[src/design/acu_pkg.sv]
package acu_pkg;

	// Fixed field widths of the stream items.
	localparam int KIND_W   = 2;
	localparam int OPC_W    = 5;
	localparam int ADDR_W   = 6;
	localparam int FIELD_W  = 32;

	// Width of the epoch tag kept beside every memory word.
	localparam int EPOCH_W  = 8;

	// Word value that marks an empty memory location after reset.
	localparam logic signed [FIELD_W-1:0] EMPTY_WORD = -32'sd9999;

	// Item kinds.
	localparam logic [KIND_W-1:0] KIND_EXEC  = 2'd0;
	localparam logic [KIND_W-1:0] KIND_WRITE = 2'd1;
	localparam logic [KIND_W-1:0] KIND_CLEAR = 2'd2;

	// Instruction opcodes.
	localparam logic [OPC_W-1:0] OP_LDA  = 5'd0;
	localparam logic [OPC_W-1:0] OP_ADD  = 5'd1;
	localparam logic [OPC_W-1:0] OP_MUL  = 5'd2;
	localparam logic [OPC_W-1:0] OP_SUB  = 5'd3;
	localparam logic [OPC_W-1:0] OP_INC  = 5'd4;
	localparam logic [OPC_W-1:0] OP_DEC  = 5'd5;
	localparam logic [OPC_W-1:0] OP_EXC  = 5'd6;
	localparam logic [OPC_W-1:0] OP_OR   = 5'd7;
	localparam logic [OPC_W-1:0] OP_NOT  = 5'd8;
	localparam logic [OPC_W-1:0] OP_AND  = 5'd9;
	localparam logic [OPC_W-1:0] OP_XOR  = 5'd10;
	localparam logic [OPC_W-1:0] OP_XNOR = 5'd11;
	localparam logic [OPC_W-1:0] OP_NOR  = 5'd12;
	localparam logic [OPC_W-1:0] OP_NAND = 5'd13;
	localparam logic [OPC_W-1:0] OP_CLA  = 5'd14;
	localparam logic [OPC_W-1:0] OP_CMA  = 5'd15;
	localparam logic [OPC_W-1:0] OP_TCA  = 5'd16;
	localparam logic [OPC_W-1:0] OP_CIR  = 5'd17;
	localparam logic [OPC_W-1:0] OP_GTR  = 5'd18;
	localparam logic [OPC_W-1:0] OP_LES  = 5'd19;
	localparam logic [OPC_W-1:0] OP_SHL  = 5'd20;
	localparam logic [OPC_W-1:0] OP_SHR  = 5'd21;

	// Memory side effects requested by the execute logic.
	typedef struct packed {
		logic mem_we;
		logic clr;
	} alu_ctrl_t;

	// Memory status seen by the stream control.
	typedef struct packed {
		logic busy;
		logic epoch_full;
	} mem_stat_t;

endpackage

[src/design/acu_mem.sv]
module acu_mem #(
	parameter int MEM_DEPTH  = 64,
	parameter int DATA_WIDTH = 32,
	parameter int AW         = 6
) (
	input  logic                  clk,
	input  logic                  arst_n,
	input  logic                  rd_en,
	input  logic [AW-1:0]         rd_addr,
	output logic [DATA_WIDTH-1:0] rd_data,
	input  logic                  wr_en,
	input  logic [AW-1:0]         wr_addr,
	input  logic [DATA_WIDTH-1:0] wr_data,
	input  logic                  clr,
	output acu_pkg::mem_stat_t    stat
);
	import acu_pkg::*;

	localparam int EW = DATA_WIDTH + EPOCH_W;
	localparam logic [DATA_WIDTH-1:0] EMPTY = DATA_WIDTH'(EMPTY_WORD);
	localparam logic [EPOCH_W-1:0] EPOCH_MAX = '1;
	localparam logic [AW-1:0] LAST_ADDR = AW'(MEM_DEPTH - 1);

	logic [EW-1:0]      mem_array [MEM_DEPTH];
	logic [EW-1:0]      rd_q;
	logic [EPOCH_W-1:0] epoch_q;
	logic               sweep_q;
	logic               fill_empty_q;
	logic [AW-1:0]      sweep_cnt_q;

	// A word whose tag is not the current epoch has been cleared since it was
	// written. The sweeps keep every tag equal to zero when the epoch wraps.
	always_ff @(posedge clk) begin
		if (sweep_q) begin
			mem_array[sweep_cnt_q] <= {EPOCH_W'(0), fill_empty_q ? EMPTY : '0};
		end else if (wr_en) begin
			mem_array[wr_addr] <= {epoch_q, wr_data};
		end
		if (rd_en) begin
			rd_q <= mem_array[rd_addr];
		end
	end

	always_ff @(posedge clk or negedge arst_n) begin
		if (!arst_n) begin
			epoch_q      <= '0;
			sweep_q      <= 1'b1;
			fill_empty_q <= 1'b1;
			sweep_cnt_q  <= '0;
		end else begin
			if (sweep_q) begin
				if (sweep_cnt_q == LAST_ADDR) begin
					sweep_q     <= 1'b0;
					sweep_cnt_q <= '0;
				end else begin
					sweep_cnt_q <= sweep_cnt_q + AW'(1);
				end
			end
			if (clr) begin
				if (epoch_q == EPOCH_MAX) begin
					epoch_q      <= '0;
					sweep_q      <= 1'b1;
					fill_empty_q <= 1'b0;
				end else begin
					epoch_q <= epoch_q + EPOCH_W'(1);
				end
			end
		end
	end

	assign rd_data = (rd_q[EW-1:DATA_WIDTH] == epoch_q) ? rd_q[DATA_WIDTH-1:0] : '0;
	assign stat.busy       = sweep_q;
	assign stat.epoch_full = (epoch_q == EPOCH_MAX);

endmodule

[src/design/acu_alu.sv]
module acu_alu #(
	parameter int DATA_WIDTH = 32
) (
	input  logic [acu_pkg::KIND_W-1:0] kind,
	input  logic [acu_pkg::OPC_W-1:0]  opcode,
	input  logic [DATA_WIDTH-1:0]      wv,
	input  logic [DATA_WIDTH-1:0]      ac,
	input  logic [DATA_WIDTH-1:0]      tr,
	input  logic [DATA_WIDTH-1:0]      m,
	output logic [DATA_WIDTH-1:0]      acc_next,
	output logic [DATA_WIDTH-1:0]      tr_next,
	output logic [DATA_WIDTH-1:0]      mem_wdata,
	output logic [DATA_WIDTH-1:0]      word_after,
	output acu_pkg::alu_ctrl_t         ctrl
);
	import acu_pkg::*;

	logic [DATA_WIDTH-1:0] logic_res;
	logic                  is_logic;
	logic                  ac_lt_m;
	logic                  m_lt_ac;

	assign ac_lt_m = $signed(ac) < $signed(m);
	assign m_lt_ac = $signed(m) < $signed(ac);

	// The logic ops also leave their result in the temporary register.
	always_comb begin
		logic_res = '0;
		is_logic  = 1'b1;
		unique case (opcode)
			OP_OR:   logic_res = ac | m;
			OP_NOT:  logic_res = ~m;
			OP_AND:  logic_res = ac & m;
			OP_XOR:  logic_res = ac ^ m;
			OP_XNOR: logic_res = ~(ac ^ m);
			OP_NOR:  logic_res = ~(ac | m);
			OP_NAND: logic_res = ~(ac & m);
			default: is_logic  = 1'b0;
		endcase
	end

	always_comb begin
		acc_next   = ac;
		tr_next    = tr;
		mem_wdata  = wv;
		word_after = m;
		ctrl       = '0;
		unique case (kind)
			KIND_WRITE: begin
				ctrl.mem_we = 1'b1;
				word_after  = wv;
			end
			KIND_CLEAR: begin
				ctrl.clr   = 1'b1;
				word_after = '0;
			end
			KIND_EXEC: begin
				if (is_logic) begin
					acc_next = logic_res;
					tr_next  = logic_res;
				end else begin
					unique case (opcode)
						OP_LDA: acc_next = m;
						OP_ADD: acc_next = ac + m;
						OP_MUL: acc_next = DATA_WIDTH'(ac * m);
						OP_SUB: acc_next = ac - m;
						OP_INC: acc_next = ac + DATA_WIDTH'(1);
						OP_DEC: acc_next = ac - DATA_WIDTH'(1);
						OP_EXC: begin
							tr_next     = ac;
							acc_next    = m;
							ctrl.mem_we = 1'b1;
							mem_wdata   = ac;
							word_after  = ac;
						end
						OP_CLA: acc_next = '0;
						OP_CMA: acc_next = ~ac;
						OP_TCA: acc_next = -ac;
						OP_CIR: acc_next = ac;
						OP_GTR: acc_next = ac_lt_m ? m : ac;
						OP_LES: acc_next = m_lt_ac ? m : ac;
						OP_SHL: acc_next = {ac[DATA_WIDTH-2:0], 1'b0};
						OP_SHR: acc_next = {ac[DATA_WIDTH-1], ac[DATA_WIDTH-1:1]};
						default: acc_next = ac;
					endcase
				end
			end
			default: acc_next = ac;
		endcase
	end

endmodule

[src/design/accumulator_cpu_execute_unit.sv]
// Channel | Direction | Beat contents
// s_*     | in        | tuser: kind; tdata: opcode, mem_address, write_value
// m_*     | out       | tdata: acc_value, temp_value, mem_word
//
// One instruction per cycle while no output stall or memory sweep holds the flow:
// the memory is read into a register as a beat is taken, and the execute logic plus
// the state update run on that word in the execute stage. After reset the memory is
// swept to the empty marker, one word a cycle, with s_tready low. A memory clear only
// steps the epoch tag, except every 256th, which starts a zeroing sweep with s_tready low.
// A stalled output holds its beat; a new beat is still taken while it waits
// as long as the execute stage is empty.
module accumulator_cpu_execute_unit #(
	parameter int MEM_DEPTH  = 64,
	parameter int DATA_WIDTH = 32
) (
	input  logic        clk,
	input  logic        arst_n,
	input  logic        s_tvalid,
	output logic        s_tready,
	input  logic [1:0]  s_tuser,  // [1:0] kind
	input  logic [47:0] s_tdata,  // [4:0] opcode, [10:5] mem_address, [42:11] write_value
	output logic        m_tvalid,
	input  logic        m_tready,
	output logic [95:0] m_tdata   // [31:0] acc_value, [63:32] temp_value, [95:64] mem_word
);
	import acu_pkg::*;

	localparam int AW = (MEM_DEPTH > 1) ? $clog2(MEM_DEPTH) : 1;
	localparam int ADDR_SPAN = 1 << ADDR_W;

	function automatic int unsigned wrap_addr(input int unsigned a);
		int unsigned v;
		v = a;
		while (v >= MEM_DEPTH) v = v - MEM_DEPTH;
		return v;
	endfunction

	logic [AW-1:0] addr_map [ADDR_SPAN];
	for (genvar g = 0; g < ADDR_SPAN; g++) begin : g_map
		assign addr_map[g] = AW'(wrap_addr(g));
	end

	logic                  in_accept;
	logic [AW-1:0]         in_addr;
	logic [DATA_WIDTH-1:0] in_wv;

	logic                  v_s1;
	logic [KIND_W-1:0]     kind_s1;
	logic [OPC_W-1:0]      op_s1;
	logic [AW-1:0]         addr_s1;
	logic [DATA_WIDTH-1:0] wv_s1;
	logic                  fwd_v_s1;
	logic [DATA_WIDTH-1:0] fwd_d_s1;

	logic [DATA_WIDTH-1:0] ac_q;
	logic [DATA_WIDTH-1:0] tr_q;
	logic                  out_valid_q;
	logic [FIELD_W-1:0]    out_acc_q;
	logic [FIELD_W-1:0]    out_tr_q;
	logic [FIELD_W-1:0]    out_word_q;

	logic [DATA_WIDTH-1:0] mem_rd;
	logic [DATA_WIDTH-1:0] m_s1;
	logic [DATA_WIDTH-1:0] acc_next;
	logic [DATA_WIDTH-1:0] tr_next;
	logic [DATA_WIDTH-1:0] mem_wdata;
	logic [DATA_WIDTH-1:0] word_after;
	alu_ctrl_t             ctrl;
	mem_stat_t             stat;
	logic                  fire_s1;
	logic                  wrap_clr_s1;

	assign in_addr = addr_map[s_tdata[10:5]];
	assign in_wv   = DATA_WIDTH'($signed(s_tdata[42:11]));

	assign fire_s1     = v_s1 && (!out_valid_q || m_tready);
	assign wrap_clr_s1 = v_s1 && (kind_s1 == KIND_CLEAR) && stat.epoch_full;
	assign s_tready    = !stat.busy && !wrap_clr_s1 && (!v_s1 || fire_s1);
	assign in_accept   = s_tvalid && s_tready;

	// The memory read for a beat overlaps the write of the beat ahead of it,
	// so that write is captured here and used in place of the stale word.
	assign m_s1 = fwd_v_s1 ? fwd_d_s1 : mem_rd;

	acu_mem #(
		.MEM_DEPTH  (MEM_DEPTH),
		.DATA_WIDTH (DATA_WIDTH),
		.AW         (AW)
	) u_mem (
		.clk     (clk),
		.arst_n  (arst_n),
		.rd_en   (in_accept),
		.rd_addr (in_addr),
		.rd_data (mem_rd),
		.wr_en   (fire_s1 && ctrl.mem_we),
		.wr_addr (addr_s1),
		.wr_data (mem_wdata),
		.clr     (fire_s1 && ctrl.clr),
		.stat    (stat)
	);

	acu_alu #(
		.DATA_WIDTH (DATA_WIDTH)
	) u_alu (
		.kind       (kind_s1),
		.opcode     (op_s1),
		.wv         (wv_s1),
		.ac         (ac_q),
		.tr         (tr_q),
		.m          (m_s1),
		.acc_next   (acc_next),
		.tr_next    (tr_next),
		.mem_wdata  (mem_wdata),
		.word_after (word_after),
		.ctrl       (ctrl)
	);

	always_ff @(posedge clk) begin
		if (in_accept) begin
			kind_s1  <= s_tuser;
			op_s1    <= s_tdata[4:0];
			addr_s1  <= in_addr;
			wv_s1    <= in_wv;
			fwd_d_s1 <= ctrl.clr ? '0 : mem_wdata;
		end
		if (fire_s1) begin
			out_acc_q  <= FIELD_W'(acc_next);
			out_tr_q   <= FIELD_W'(tr_next);
			out_word_q <= FIELD_W'(word_after);
		end
	end

	always_ff @(posedge clk or negedge arst_n) begin
		if (!arst_n) begin
			v_s1        <= 1'b0;
			fwd_v_s1    <= 1'b0;
			out_valid_q <= 1'b0;
			ac_q        <= '0;
			tr_q        <= '0;
		end else begin
			if (in_accept) begin
				v_s1     <= 1'b1;
				fwd_v_s1 <= fire_s1 && (ctrl.clr || (ctrl.mem_we && (addr_s1 == in_addr)));
			end else if (fire_s1) begin
				v_s1 <= 1'b0;
			end
			if (fire_s1) begin
				ac_q        <= acc_next;
				tr_q        <= tr_next;
				out_valid_q <= 1'b1;
			end else if (m_tready) begin
				out_valid_q <= 1'b0;
			end
		end
	end

	assign m_tvalid = out_valid_q;
	assign m_tdata  = {out_word_q, out_tr_q, out_acc_q};

`ifndef SYNTH
	a_wrap_sweep: assert property (@(posedge clk) disable iff (!arst_n)
		(fire_s1 && ctrl.clr && stat.epoch_full) |=> stat.busy)
		else $error("wrapping clear did not start a memory sweep");

	a_fire_out: assert property (@(posedge clk) disable iff (!arst_n)
		fire_s1 |=> m_tvalid)
		else $error("executed beat did not reach the output register");

	a_no_write_busy: assert property (@(posedge clk) disable iff (!arst_n)
		stat.busy |-> !fire_s1)
		else $error("execute stage active during a memory sweep");

	a_fwd_capture: assert property (@(posedge clk) disable iff (!arst_n)
		(in_accept && fire_s1 && ctrl.mem_we && (addr_s1 == in_addr)) |=> fwd_v_s1)
		else $error("write to the same word was not forwarded");
`endif

endmodule

[config.mk]
export PLATFORM = sky130hd
export DESIGN_NAME = accumulator_cpu_execute_unit
export DESIGN_NICKNAME = d
export VERILOG_FILES = /design/src/design/acu_pkg.sv /design/src/design/acu_mem.sv /design/src/design/acu_alu.sv /design/src/design/accumulator_cpu_execute_unit.sv
export SDC_FILE = /design/constraint.sdc
export NUM_CORES = 2
export LEC_CHECK = 0
export ABC_AREA = 0
export BUFFER_PORTS_ARGS = -buffer_cell sky130_fd_sc_hd__buf_2
export CORE_ASPECT_RATIO = 0.8
export CORE_UTILIZATION = 55
export CTS_CLUSTER_SIZE = 14
export DETAILED_ROUTE_END_ITERATION = 8
export GPL_TIMING_DRIVEN = 1
export PLACE_DENSITY = 0.83
export SETUP_SLACK_MARGIN = 0.5
export SKIP_LAST_GASP = 1
export SYNTH_ARGS = -nofsm -noshare
export SYNTH_HDL_FRONTEND = slang
export SYNTH_SLANG_ARGS = --single-unit
[constraint.sdc]
create_clock -name clk -period 23.7 [get_ports clk]
set_input_delay 7.11 -clock clk [delete_from_list [all_inputs] [get_ports clk]]
set_output_delay 7.11 -clock clk [all_outputs]
set_load 0.02 [all_outputs]
==> results.json <==
{
  "result_of_the_run": "finished, violations left",
  "violated_checks": "DRC, capacitance limit, slew limit",
  "post_route_cells_drive_above_1_share": 0.216,
  "ff_latch_count_synth": 2856,
  "numPortBuffers": 146,
  "wl_per_cell_microns": 40.1,
  "synth.yosys.seq_area_share": 0.631,
  "finalWirelength_microns": 478000,
  "max_freq_mhz": 65.8,
  "synth_edf_count": 2773,
  "grt_util_all_layers": 0.386,
  "n_fill_cell": 16300,
  "maxCapViolations": 2,
  "setup_tns_ns": 0,
  "min_delay_path_class": "flip-flop to flip-flop",
  "static_leakage_nw": 45.3,
  "comb_power_share": 0.031,
  "hold_buffers": 0,
  "rows": 162,
  "post_synth_mux_area_share": 0.143,
  "clockRootBuffer": "sky130_fd_sc_hd__clkbuf_16",
  "grt_first_pass_wirelength_microns": 657000,
  "antenna_found_initial": 60,
  "core_region_area_sq_um": 244000,
  "proportion_of_power_drawn_by_the_clock_network": 0.445,
  "net_switching_w": 0.00221,
  "floorplan.die.height_microns": 445,
  "tritoncts_num_sinks": 2856,
  "synth_xor_area_frac": 0.0133,
  "num_io_pins": 152,
  "ys_dominant_reg_cell": "sky130_fd_sc_hd__edfxtp_1",
  "mean_cell_area_of_the_mapped_netlist_sq_um": 16.5,
  "die-width_microns": 556,
  "power-per-cell-area_nw_per_um2": 69.2,
  "worstSetupPathType": "input pin to output pin",
  "grt_max_degree": 128,
  "floorplan.initialDensity": 0.554,
  "final_setup_vio_count": 0,
  "clkTransAtPathRegs_ns": 0.06,
  "seq_power_share": 0.524,
  "worst_ep_arrival_time_ns": 8.08,
  "clock_skew_ns": 0.102,
  "hpwlAfterDp_microns": 273000,
  "yosysWarnings": 0,
  "synth_fa_ha_area_frac": 0.0891,
  "synthSimpleGateAreaFrac": 0.0459,
  "htree_num_levels": 5,
  "setup.worst_path.start_class": "input pin",
  "synth_top_family_by_area": "multiplexers",
  "synth.net_count": 8949,
  "global_route.overflow_total": 0,
  "vias": 86300,
  "dieArea_sq_um": 248000,
  "synth_compound_gate_area_share": 0.0496,
  "synthDistinctLibCells": 97,
  "layout.core_utilization": 0.618,
  "crit_fanout": 4,
  "power.ir.vdd_worst_uv": 100,
  "gp_congestion": 1.07,
  "netlist_area_sq_um": 135000,
  "grt_setup_unrepaired": "false",
  "detail_route.drc_violations": 71,
  "timing_max_transition_violations_final": 3,
  "drt_initial_violations": 16400,
  "area_growth_syn_to_layout_pct": 11.5,
  "synthDominantCellAreaShare": 0.616,
  "final_min_period_over_clock_period": 0.641,
  "netlist_instances": 8178,
  "worst-endpoint-required_ns": 16.59,
  "max_slew_headroom_at_the_worst_pin": -0.0332,
  "post-synth-top-area-cell": "sky130_fd_sc_hd__edfxtp_1",
  "finalCriticalPeriod_ns": 15.19,
  "worst-slew-pin-transition_ns": 1.54,
  "clock_tree.buffer_depth": 4,
  "clock_insertion_delay_worst_skew_ns": 0.99,
  "route.antenna.remaining_nets": 0,
  "via_count_of_the_first_global_routing_pass": 85400,
  "tritoncts_clock_tree": "done",
  "pre_repair_dr_iteration_count": 9,
  "timing.critical_path.to_type": "output pin",
  "main_area_contributors_after_synthesis": "sky130_fd_sc_hd__edfxtp_1, sky130_fd_sc_hd__mux4_2, sky130_fd_sc_hd__fa_1",
  "post_cts.resized_instances": 0,
  "cts_buffers": 296,
  "post-cts-setup-buffer-count": 0,
  "timing_hold_violations_final": 0,
  "layout.nets": 9177,
  "synthArstFlopShare": 0.0291,
  "vias_per_cell": 7.25,
  "internal_power_w": 0.00823,
  "p_sw_frac": 0.212
}
power groups by stage:
stage               clock network (W)  logic (W)  registers (W)
floorplan                           0   0.000208        0.00557
global placement                    0   0.000309        0.00557
detailed placement                  0   0.000312        0.00557
CTS                           0.00464   0.000316        0.00546
global route                  0.00480   0.000337        0.00546
finish                        0.00464   0.000328        0.00546
area by class of cell:
| cell class | count | area, sq um | share of cell area |
|---|---|---|---|
| tap | 3280 | 4100 | 0.0272 |
| clock buffer | 362 | 7940 | 0.0527 |
| sequential | 2856 | 85300 | 0.566 |
| antenna | 16 | 40.0 | 0.000266 |
| multi-input combinational | 4330 | 47100 | 0.313 |
| inverter | 502 | 1890 | 0.0125 |
| timing repair buffer | 420 | 2960 | 0.0196 |
| clock inverter | 143 | 1350 | 0.00892 |
kinds of logic (layout without fill, tap and decap cells):
| family | after synthesis | in the layout |
|---|---|---|
| AND/OR/NAND/NOR | 1479 | 1479 |
| AO/OA/AOI/OAI | 1051 | 1051 |
| XOR/XNOR | 200 | 200 |
| adder cells (fa/ha/maj) | 717 | 717 |
| multiplexers | 883 | 883 |
| buffers and inverters | 992 | 1427 |
| flip-flops | 2856 | 2856 |
| other | 0 | 16 |
cells in the mapped netlist, types with 13 or more instances:
| library cell | instances |
|---|---|
| sky130_fd_sc_hd__a211oi_1 | 24 |
| sky130_fd_sc_hd__a21o_1 | 42 |
| sky130_fd_sc_hd__a21oi_1 | 355 |
| sky130_fd_sc_hd__a221oi_1 | 42 |
| sky130_fd_sc_hd__a222oi_1 | 13 |
| sky130_fd_sc_hd__a22oi_1 | 17 |
| sky130_fd_sc_hd__a31oi_1 | 17 |
| sky130_fd_sc_hd__and2_1 | 15 |
| sky130_fd_sc_hd__buf_1 | 87 |
| sky130_fd_sc_hd__buf_2 | 13 |
| sky130_fd_sc_hd__clkbuf_1 | 385 |
| sky130_fd_sc_hd__dfrtp_1 | 81 |
| sky130_fd_sc_hd__edfxtp_1 | 2773 |
| sky130_fd_sc_hd__fa_1 | 410 |
| sky130_fd_sc_hd__ha_1 | 307 |
| sky130_fd_sc_hd__inv_1 | 479 |
| sky130_fd_sc_hd__inv_2 | 13 |
| sky130_fd_sc_hd__mux2i_1 | 38 |
| sky130_fd_sc_hd__mux4_2 | 837 |
| sky130_fd_sc_hd__nand2_1 | 557 |
| sky130_fd_sc_hd__nand2b_1 | 25 |
| sky130_fd_sc_hd__nand3_1 | 34 |
| sky130_fd_sc_hd__nand4_1 | 45 |
| sky130_fd_sc_hd__nor2_1 | 655 |
| sky130_fd_sc_hd__nor2b_1 | 20 |
| sky130_fd_sc_hd__nor3_1 | 44 |
| sky130_fd_sc_hd__nor4_1 | 19 |
| sky130_fd_sc_hd__o2111ai_1 | 24 |
| sky130_fd_sc_hd__o211ai_1 | 54 |
| sky130_fd_sc_hd__o21a_1 | 29 |
| sky130_fd_sc_hd__o21ai_0 | 271 |
| sky130_fd_sc_hd__o21bai_1 | 13 |
| sky130_fd_sc_hd__o41ai_1 | 14 |
| sky130_fd_sc_hd__or3_1 | 15 |
| sky130_fd_sc_hd__xnor2_1 | 148 |
| sky130_fd_sc_hd__xor2_1 | 48 |
flip-flops by register name, summed over array words and instances (netlist names), 2 cells and up:
register,count
u_mem.mem_array,2560
u_mem.rd_q,40
ac_q,32
fwd_d_s1,32
out_acc_q,32
out_tr_q,32
out_word_q,32
tr_q,32
wv_s1,32
u_mem.epoch_q,8
addr_s1,6
u_mem.sweep_cnt_q,6
op_s1,5
kind_s1,2
metrics by stage:
step	worst slack, ns	power [W]	area [sq um]	std cells	hold WS, ns
6_report	8.51	0.0104	151000	11900	0.481
3_5_place_dp	8.57	0.00588	141000	11400	0.465
5_1_grt	8.51	0.0106	151000	11900	0.508
2_1_floorplan	8.87	0.00578	135000	8178	0.446
4_1_cts	8.52	0.0104	151000	11900	0.481
3_3_place_gp	8.57	0.00588	141000	11400	0.458
layout by cell type, fill, tap and decap left out, drive strengths merged, types with 26 or more instances in the layout:
master	netlist	final
o21ai	275	275
o21a	29	29
clkinv	10	113
o211ai	54	54
dfrtp	81	81
mux2i	38	38
ha	307	307
xor2	48	48
a221oi	42	42
nor2	656	656
nand4	46	46
nor3	46	46
inv	492	496
nand3	36	36
edfxtp	2773	2773
nand2	559	559
xnor2	149	149
fa	410	410
mux4	837	837
clkbuf	385	362
bufinv	0	26
buf	105	420
a21o	42	42
a21oi	356	356
worst max-delay path: stages:
cell	delay (ns)
sky130_fd_sc_hd__buf_2	0.09
sky130_fd_sc_hd__nand2b_1	0.21
sky130_fd_sc_hd__o21ai_0	0.12
sky130_fd_sc_hd__a21oi_1	0.31
sky130_fd_sc_hd__buf_2	0.23
path summary, 6_finish.rpt:
check / startpoint / to / depth (start not counted) / slack (ns)
min in group asynchronous: arst_n / ac_q[4]$_DFFE_PN0P_ / 1 / 6.14
min reg2reg: tr_q[21]$_DFFE_PN0P_ / tr_q[21]$_DFFE_PN0P_ / 2 / 0.48
max reg2reg: u_mem.rd_q[39]$_DFFE_PP_ / out_acc_q[30]$_DFFE_PP_ / 35 / 10.89
max in group asynchronous: arst_n / tr_q[15]$_DFFE_PN0P_ / 2 / 16.16
max: m_tready / s_tready / 5 / 8.51
min: tr_q[21]$_DFFE_PN0P_ / tr_q[21]$_DFFE_PN0P_ / 2 / 0.48
layer usage:
layer  GRT usage  wire, microns  vias up
met5     0.00273            418        -
met2       0.572         211000     8889
met1       0.490         155000    43600
li1            -              -    31800
met4       0.212          32100       54
met3       0.153          78600     1980
Note: power is estimated with default switching activity, not from simulation.
